`src/hdl/u8u16_pkg.sv`:
```
// types and constants shared by the utf-8 to utf-16 decoder
// no dependencies; compile first
package u8u16_pkg;

	localparam logic [7:0] BYTE_CONT_MASK = 8'hc0;
	localparam logic [7:0] BYTE_CONT_TAG  = 8'h80;
	localparam logic [7:0] BYTE_LOW6_MASK = 8'h3f;
	localparam logic [7:0] LEAD_TWO_MIN   = 8'hc0;
	localparam logic [7:0] LEAD_THREE_MIN = 8'he0;
	localparam logic [7:0] LEAD_FOUR_MIN  = 8'hf0;
	localparam logic [7:0] LEAD_FIVE_MIN  = 8'hf8;
	localparam logic [7:0] LEAD_SIX_MIN   = 8'hfc;
	localparam logic [15:0] COUNT_MAX     = 16'hffff;

	typedef enum logic [1:0] {
		KIND_NONE  = 2'd0,
		KIND_TWO   = 2'd1,
		KIND_THREE = 2'd2
	} seq_kind_t;

	typedef struct packed {
		logic [2:0]  bytes_pending;
		seq_kind_t   sequence_kind;
		logic [7:0]  lead_held;
		logic [7:0]  first_cont_held;
		logic [15:0] unit_counter;
	} dec_state_t;

	typedef struct packed {
		logic        unit_valid;
		logic [15:0] code_unit;
		logic [15:0] units_so_far;
		logic        string_done;
	} dec_result_t;

	function automatic logic is_cont(input logic [7:0] b);
		return (b & BYTE_CONT_MASK) == BYTE_CONT_TAG;
	endfunction

endpackage

```
`src/hdl/u8u16_channels.sv`:
```
// handshake channels of the utf-8 to utf-16 decoder
// no dependencies beyond plain logic types
interface u8u16_in_if;
	logic       valid;
	logic       ready;
	logic [7:0] data_byte;
	logic       last_byte;

	modport source (output valid, output data_byte, output last_byte, input ready);
	modport sink (input valid, input data_byte, input last_byte, output ready);
endinterface

interface u8u16_out_if;
	logic        valid;
	logic        ready;
	logic        unit_valid;
	logic [15:0] code_unit;
	logic [15:0] units_so_far;
	logic        string_done;

	modport source (output valid, output unit_valid, output code_unit,
		output units_so_far, output string_done, input ready);
	modport sink (input valid, input unit_valid, input code_unit,
		input units_so_far, input string_done, output ready);
endinterface

```
`src/hdl/utf8_to_utf16_decoder.sv`:
```
// utf-8 to utf-16 decoder top level, basic multilingual plane only
// depends on u8u16_pkg, u8u16_channels and u8u16_step
//
//  channel   dir  payload                                          per item
//  in_ch     in   data_byte[7:0], last_byte                        one byte
//  out_ch    out  unit_valid, code_unit[15:0], units_so_far[15:0],  one result
//                 string_done
//
// one result per byte, shown in the cycle after the byte is taken; one byte per cycle
// while out_ch does not stall, set by the single result register after the decode step
// in_ch.ready is high while the result register is empty or being drained
// a stall on out_ch holds the result and stops intake for as long as it lasts
// arst_n clears the sequence state, the unit count and the result valid
module utf8_to_utf16_decoder
	import u8u16_pkg::*;
(
	input logic        clk,
	input logic        arst_n,
	u8u16_in_if.sink   in_ch,
	u8u16_out_if.source out_ch
);

	dec_state_t  state_q;
	dec_state_t  state_nxt;
	dec_result_t res_nxt;
	dec_result_t res_s1;
	logic        valid_s1;
	logic        take;

	assign in_ch.ready = !valid_s1 || out_ch.ready;
	assign take        = in_ch.valid && in_ch.ready;

	u8u16_step step_u (
		.cur       (state_q),
		.data_byte (in_ch.data_byte),
		.last_byte (in_ch.last_byte),
		.nxt       (state_nxt),
		.res       (res_nxt)
	);

	always_ff @(posedge clk or negedge arst_n) begin
		if (!arst_n) begin
			state_q  <= '0;
			valid_s1 <= 1'b0;
		end else begin
			if (take)
				state_q <= state_nxt;
			if (take)
				valid_s1 <= 1'b1;
			else if (out_ch.ready)
				valid_s1 <= 1'b0;
		end
	end

	always_ff @(posedge clk) begin
		if (take)
			res_s1 <= res_nxt;
	end

	assign out_ch.valid        = valid_s1;
	assign out_ch.unit_valid   = res_s1.unit_valid;
	assign out_ch.code_unit    = res_s1.code_unit;
	assign out_ch.units_so_far = res_s1.units_so_far;
	assign out_ch.string_done  = res_s1.string_done;

endmodule

```
`src/hdl/u8u16_step.sv`:
```
// per-byte decode step: next sequence state and the result for one byte
// depends on u8u16_pkg
module u8u16_step
	import u8u16_pkg::*;
(
	input  dec_state_t  cur,
	input  logic [7:0]  data_byte,
	input  logic        last_byte,
	output dec_state_t  nxt,
	output dec_result_t res
);

	logic [2:0]  pend_dec;
	logic        valid;
	logic [15:0] unit;
	logic [15:0] count_new;

	assign pend_dec = cur.bytes_pending - 3'd1;

	always_comb begin
		nxt   = cur;
		valid = 1'b0;
		unit  = '0;
		if (cur.bytes_pending != 3'd0) begin
			nxt.bytes_pending = pend_dec;
			unique case (cur.sequence_kind)
				KIND_TWO: begin
					if (pend_dec == 3'd0 && is_cont(data_byte)) begin
						valid = 1'b1;
						unit  = {5'd0, cur.lead_held[4:0], data_byte[5:0]};
					end
				end
				KIND_THREE: begin
					if (pend_dec == 3'd1) begin
						nxt.first_cont_held = data_byte;
					end else if (pend_dec == 3'd0 && is_cont(cur.first_cont_held)
						&& is_cont(data_byte)) begin
						valid = 1'b1;
						unit  = {cur.lead_held[3:0], cur.first_cont_held[5:0],
							data_byte[5:0]};
					end
				end
				default: begin
					// skipped sequence: bytes consumed, nothing emitted
				end
			endcase
			if (pend_dec == 3'd0)
				nxt.sequence_kind = KIND_NONE;
		end else begin
			priority if (data_byte < BYTE_CONT_TAG) begin
				valid = 1'b1;
				unit  = {8'd0, data_byte};
			end else if (data_byte < LEAD_TWO_MIN) begin
				// stray continuation is dropped
			end else if (data_byte < LEAD_THREE_MIN) begin
				nxt.sequence_kind = KIND_TWO;
				nxt.bytes_pending = 3'd1;
				nxt.lead_held     = data_byte;
			end else if (data_byte < LEAD_FOUR_MIN) begin
				nxt.sequence_kind = KIND_THREE;
				nxt.bytes_pending = 3'd2;
				nxt.lead_held     = data_byte;
			end else if (data_byte < LEAD_FIVE_MIN) begin
				nxt.sequence_kind = KIND_NONE;
				nxt.bytes_pending = 3'd3;
				nxt.lead_held     = data_byte;
			end else if (data_byte < LEAD_SIX_MIN) begin
				nxt.sequence_kind = KIND_NONE;
				nxt.bytes_pending = 3'd4;
				nxt.lead_held     = data_byte;
			end else begin
				nxt.sequence_kind = KIND_NONE;
				nxt.bytes_pending = 3'd5;
				nxt.lead_held     = data_byte;
			end
		end

		count_new = cur.unit_counter;
		if (valid && cur.unit_counter != COUNT_MAX)
			count_new = cur.unit_counter + 16'd1;
		nxt.unit_counter = count_new;

		res.unit_valid   = valid;
		res.code_unit    = unit;
		res.units_so_far = count_new;
		res.string_done  = last_byte;

		// final byte closes the string and drops any open sequence
		if (last_byte)
			nxt = '0;
	end

endmodule

```
`src/flat_wrapper.sv`:
```
// flat-port wrapper written by rule: the top's interface ports become plain ports
module utf8_to_utf16_decoder_flat import u8u16_pkg::*;
  (clk, arst_n, in_ch_valid, in_ch_data_byte, in_ch_last_byte, in_ch_ready, out_ch_valid, out_ch_unit_valid, out_ch_code_unit, out_ch_units_so_far, out_ch_string_done, out_ch_ready);
  u8u16_in_if in_ch_i ();
  u8u16_out_if out_ch_i ();
  input logic clk;
  input logic arst_n;
  input wire logic [$bits(in_ch_i.valid)-1:0] in_ch_valid;
  input wire logic [$bits(in_ch_i.data_byte)-1:0] in_ch_data_byte;
  input wire logic [$bits(in_ch_i.last_byte)-1:0] in_ch_last_byte;
  output wire logic [$bits(in_ch_i.ready)-1:0] in_ch_ready;
  output wire logic [$bits(out_ch_i.valid)-1:0] out_ch_valid;
  output wire logic [$bits(out_ch_i.unit_valid)-1:0] out_ch_unit_valid;
  output wire logic [$bits(out_ch_i.code_unit)-1:0] out_ch_code_unit;
  output wire logic [$bits(out_ch_i.units_so_far)-1:0] out_ch_units_so_far;
  output wire logic [$bits(out_ch_i.string_done)-1:0] out_ch_string_done;
  input wire logic [$bits(out_ch_i.ready)-1:0] out_ch_ready;
  assign in_ch_i.valid = in_ch_valid;
  assign in_ch_i.data_byte = in_ch_data_byte;
  assign in_ch_i.last_byte = in_ch_last_byte;
  assign in_ch_ready = in_ch_i.ready;
  assign out_ch_valid = out_ch_i.valid;
  assign out_ch_unit_valid = out_ch_i.unit_valid;
  assign out_ch_code_unit = out_ch_i.code_unit;
  assign out_ch_units_so_far = out_ch_i.units_so_far;
  assign out_ch_string_done = out_ch_i.string_done;
  assign out_ch_i.ready = out_ch_ready;
  utf8_to_utf16_decoder u_core (.clk(clk), .arst_n(arst_n), .in_ch(in_ch_i), .out_ch(out_ch_i));
endmodule
```
`config.mk`:
```
export PLATFORM = sky130hd
export DESIGN_NAME = utf8_to_utf16_decoder_flat
export DESIGN_NICKNAME = d
export VERILOG_FILES = /design/src/hdl/u8u16_pkg.sv /design/src/hdl/u8u16_channels.sv /design/src/hdl/utf8_to_utf16_decoder.sv /design/src/hdl/u8u16_step.sv /design/src/flat_wrapper.sv
export SDC_FILE = /design/constraint.sdc
export NUM_CORES = 1
export LEC_CHECK = 0
export BUFFER_PORTS_ARGS = -buffer_cell sky130_fd_sc_hd__buf_4
export CAP_MARGIN = 20
export CORE_MARGIN = 1
export CORE_UTILIZATION = 48
export CTS_BUF_LIST = sky130_fd_sc_hd__clkbuf_8 sky130_fd_sc_hd__clkbuf_16
export DETAILED_ROUTE_END_ITERATION = 10
export GPL_ROUTABILITY_DRIVEN = 1
export PLACE_DENSITY = 0.69
export SETUP_SLACK_MARGIN = 0.02
export SKIP_CTS_REPAIR_TIMING = 1
export SLEW_MARGIN = 20
export SYNTH_ARGS = -nofsm -noshare
export SYNTH_HDL_FRONTEND = slang
export SYNTH_SLANG_ARGS = --single-unit
```
`constraint.sdc`:
```
create_clock -name clk -period 3.1 [get_ports clk]
set_clock_uncertainty 0.1 [all_clocks]
set_input_delay 0.155 -clock clk [delete_from_list [all_inputs] [get_ports clk]]
set_output_delay 0.155 -clock clk [all_outputs]
set_load 0.03 [all_outputs]
```
==> flow_summary.toml <==
[die]
die_x_um = 86.1
num_rows = 30
core_area_sq_mm = 0.00679
die-area_sq_mm = 0.00741
die_h_um = 86.1
initial_core_util = 0.499
io_pins = 49

[logic_synthesis]
ys_warn_count = 0
synth_compound_area_frac = 0.154
synth_top_family_by_area = "simple AND/OR/NAND/NOR gates"
synth_mux_area_frac = 0.00959
synth_top_flop_cell = "dfrtp_1"
ys_async_sr_fraction = 0.507
synth_cell_type_count = 57
synth.avg_cell_area_sq_um = 11.0
syn_inst = 309
synth_top_area_frac = 0.301
synth_edf_count = 34
synth.area.top_cells = "edfxtp_1 (30%), dfrtp_1 (26%), nand2_1 (4.6%), o21ai_0 (2.9%), xnor2_1 (2.8%)"
synthXorXnorAreaFrac = 0.0413
ys_ff_latch = 69
yosys.area_share.adder = 0.0258
seq_area_frac_synth = 0.559
syn_area_sq_mm = 0.00339
yosys.area.top_type = "edfxtp_1"
synth.net_count = 329
yosys.area_share.simple = 0.183

[outcome]
violations = "hold timing"
status = "finished, violations left"

[timing]
setup_violations = 0
slew_headroom = 0.467
slew_viol_final = 0
max_freq_mhz = 367
period_share = 0.880
rsz0062_at_grt = "no"
hold_slack_ns = -0.00386
hold_viol_final = 1
min_period_ns = 2.73
worst_slew_pin_slew_ns = 0.793
setup_tns_ns = 0

[pwr]
powerDensity_mw_per_mm2 = 638
ir_drop_mv = 0.401
leakage_uw = 0.00170

[min_path]
holdCritPathClass = "input port to register"
min_path_cells = 2

[layout]
drive_above_1_share = 0.219
seq_area_sq_mm = 0.00190
fill_cells = 561
diodes = 0
nNetsFinal = 390
multi_input_area_sq_mm = 0.00140
syn_to_final_growth_pct = 22.3

[clock_tree]
clk_path_buf_depth = 2
worstSkewPairLatency_ns = 0.35
cts_sinks = 69
cts_buffers = 9
htree_levels = 3
cts_root_buf = "clkbuf_8"
cts_tree = "built"
clkTransAtPathRegs_ns = 0.07

[grt]
gr-total-overflow = 0
grt.total_usage = 0.216
grt_max_degree = 36
grt_antenna_before_repair = 0
grt_pass1_wl_um = 12200
first_global_vias = 2500

[drt]
ant_nets = 0
drc = 0
first_iter_violations = 216
routedWlPerCell_um = 15.6
routed_via_density = 5.66
first_pass_iters = 4
vias = 2664
drt_wl_total_um = 7330

[placed_design]
port_buffers = 48
place_hpwl_um = 5050
globalplace.congestion = 0.869

[setup_path]
cp_max_fo = 11
r2r_slack_ns = 0.37
crit_arrival_ns = 2.70
critPathCaptureType = "register"
required_ns = 3.07
setup.worst_path.start_class = "register"
critical_path_class = "register to register"
reg2regPathDepth = 8

[flow_run]
max_cap_violations = 0
==> registers in the layout, summed over array words and instances, names as in the netlist <==
signal	count
u_core.state_q	34
u_core.out_ch.code_unit	16
u_core.out_ch.units_so_far	16
u_core.out_ch.string_done	1
u_core.out_ch.unit_valid	1
u_core.out_ch.valid	1
==> cell usage after synthesis, types with 7 or more instances <==
master	instances
a22o_1	8
and2_1	11
clkbuf_1	8
dfrtp_1	35
edfxtp_1	34
ha_1	7
inv_1	9
nand2_1	42
nand3_1	8
nor2_1	17
o21ai_0	20
xnor2_1	11
==> metal layers <==
metal  vias up  share of wire  global-route usage
met5         -              0                   0
met4         0          0.020               0.105
met3        12          0.051              0.0375
met2        89           0.46               0.324
met1      1286           0.47               0.304
li1       1277              -                   -
==> report_power, final <==
| part | internal (uW) | switching, uW |
|---|---|---|
| Clock | 443 | 328 |
| Combinational | 274 | 434 |
| Sequential | 1080 | 86.4 |
| Total | 1800 | 848 |
==> path summary, 6_finish.rpt <==
check / startpoint / to
max in group asynchronous: arst_n / u_core.state_q[7]
max: u_core.state_q[34] / u_core.out_ch.units_so_far[10]
min reg2reg: u_core.state_q[16] / u_core.state_q[16]
max reg2reg: u_core.state_q[34] / u_core.out_ch.units_so_far[10]
min in group asynchronous: arst_n / u_core.state_q[26]
min: in_ch_data_byte[4] / u_core.state_q[20]
==> worst max-delay path: stages, from the launching register on <==
cell and delay (ns):
dfrtp_1 0.38, inv_1 0.09, ha_1 0.26, or3_4 0.40
a211oi_2 0.25, o2bb2ai_2 0.20, buf_4 0.22, nor4_1 0.42
xor2_1 0.12
==> layout by cell type (no fill, tap or decap), drive strengths merged, types with 3 or more instances in the layout <==
cell	count
nand4	6
o31ai	6
a32oi	4
a22o	8
a32o	3
a31oi	3
nor4	6
xor2	5
xnor2	11
edfxtp	34
nand2	42
ha	7
inv	12
a31o	3
o21ai	22
clkbuf	9
and2	16
nand3	8
nor3	6
nand2b	3
nor2	17
dfrtp	35
clkinv	5
buf	57
nor3b	3
dlygate4sd3	5
==> kinds of logic after synthesis <==
kind of cell	Yosys count
and+or+nand+nor	120
AOI/OAI and AO/OA	70
DFF	69
buffers and inverters	24
xor gates and xnor gates	16
adders and majority gates	7
muxes	3
==> through the flow <==
stage	total power (uW)	cells	utilization	instance area [sq um]	setup slack, ns
2_1_floorplan	1660	309	-	3390	0.0981
3_3_place_gp	1860	450	0.573	3890	0.500
3_5_place_dp	1880	450	0.573	3890	0.409
4_1_cts	2650	466	0.604	4100	0.395
5_1_grt	2780	471	0.611	4150	0.230
6_report	2650	471	0.611	4150	0.372
==> final cells by class <==
type	instances	share of cell area
timing repair buffer	62	0.115
clock inverter	7	0.0202
clock buffer	9	0.0298
tap	96	0.0289
multi-input combinational	216	0.338
sequential	69	0.457
inverter	12	0.0108
Note: power is estimated with default switching activity, not from simulation.
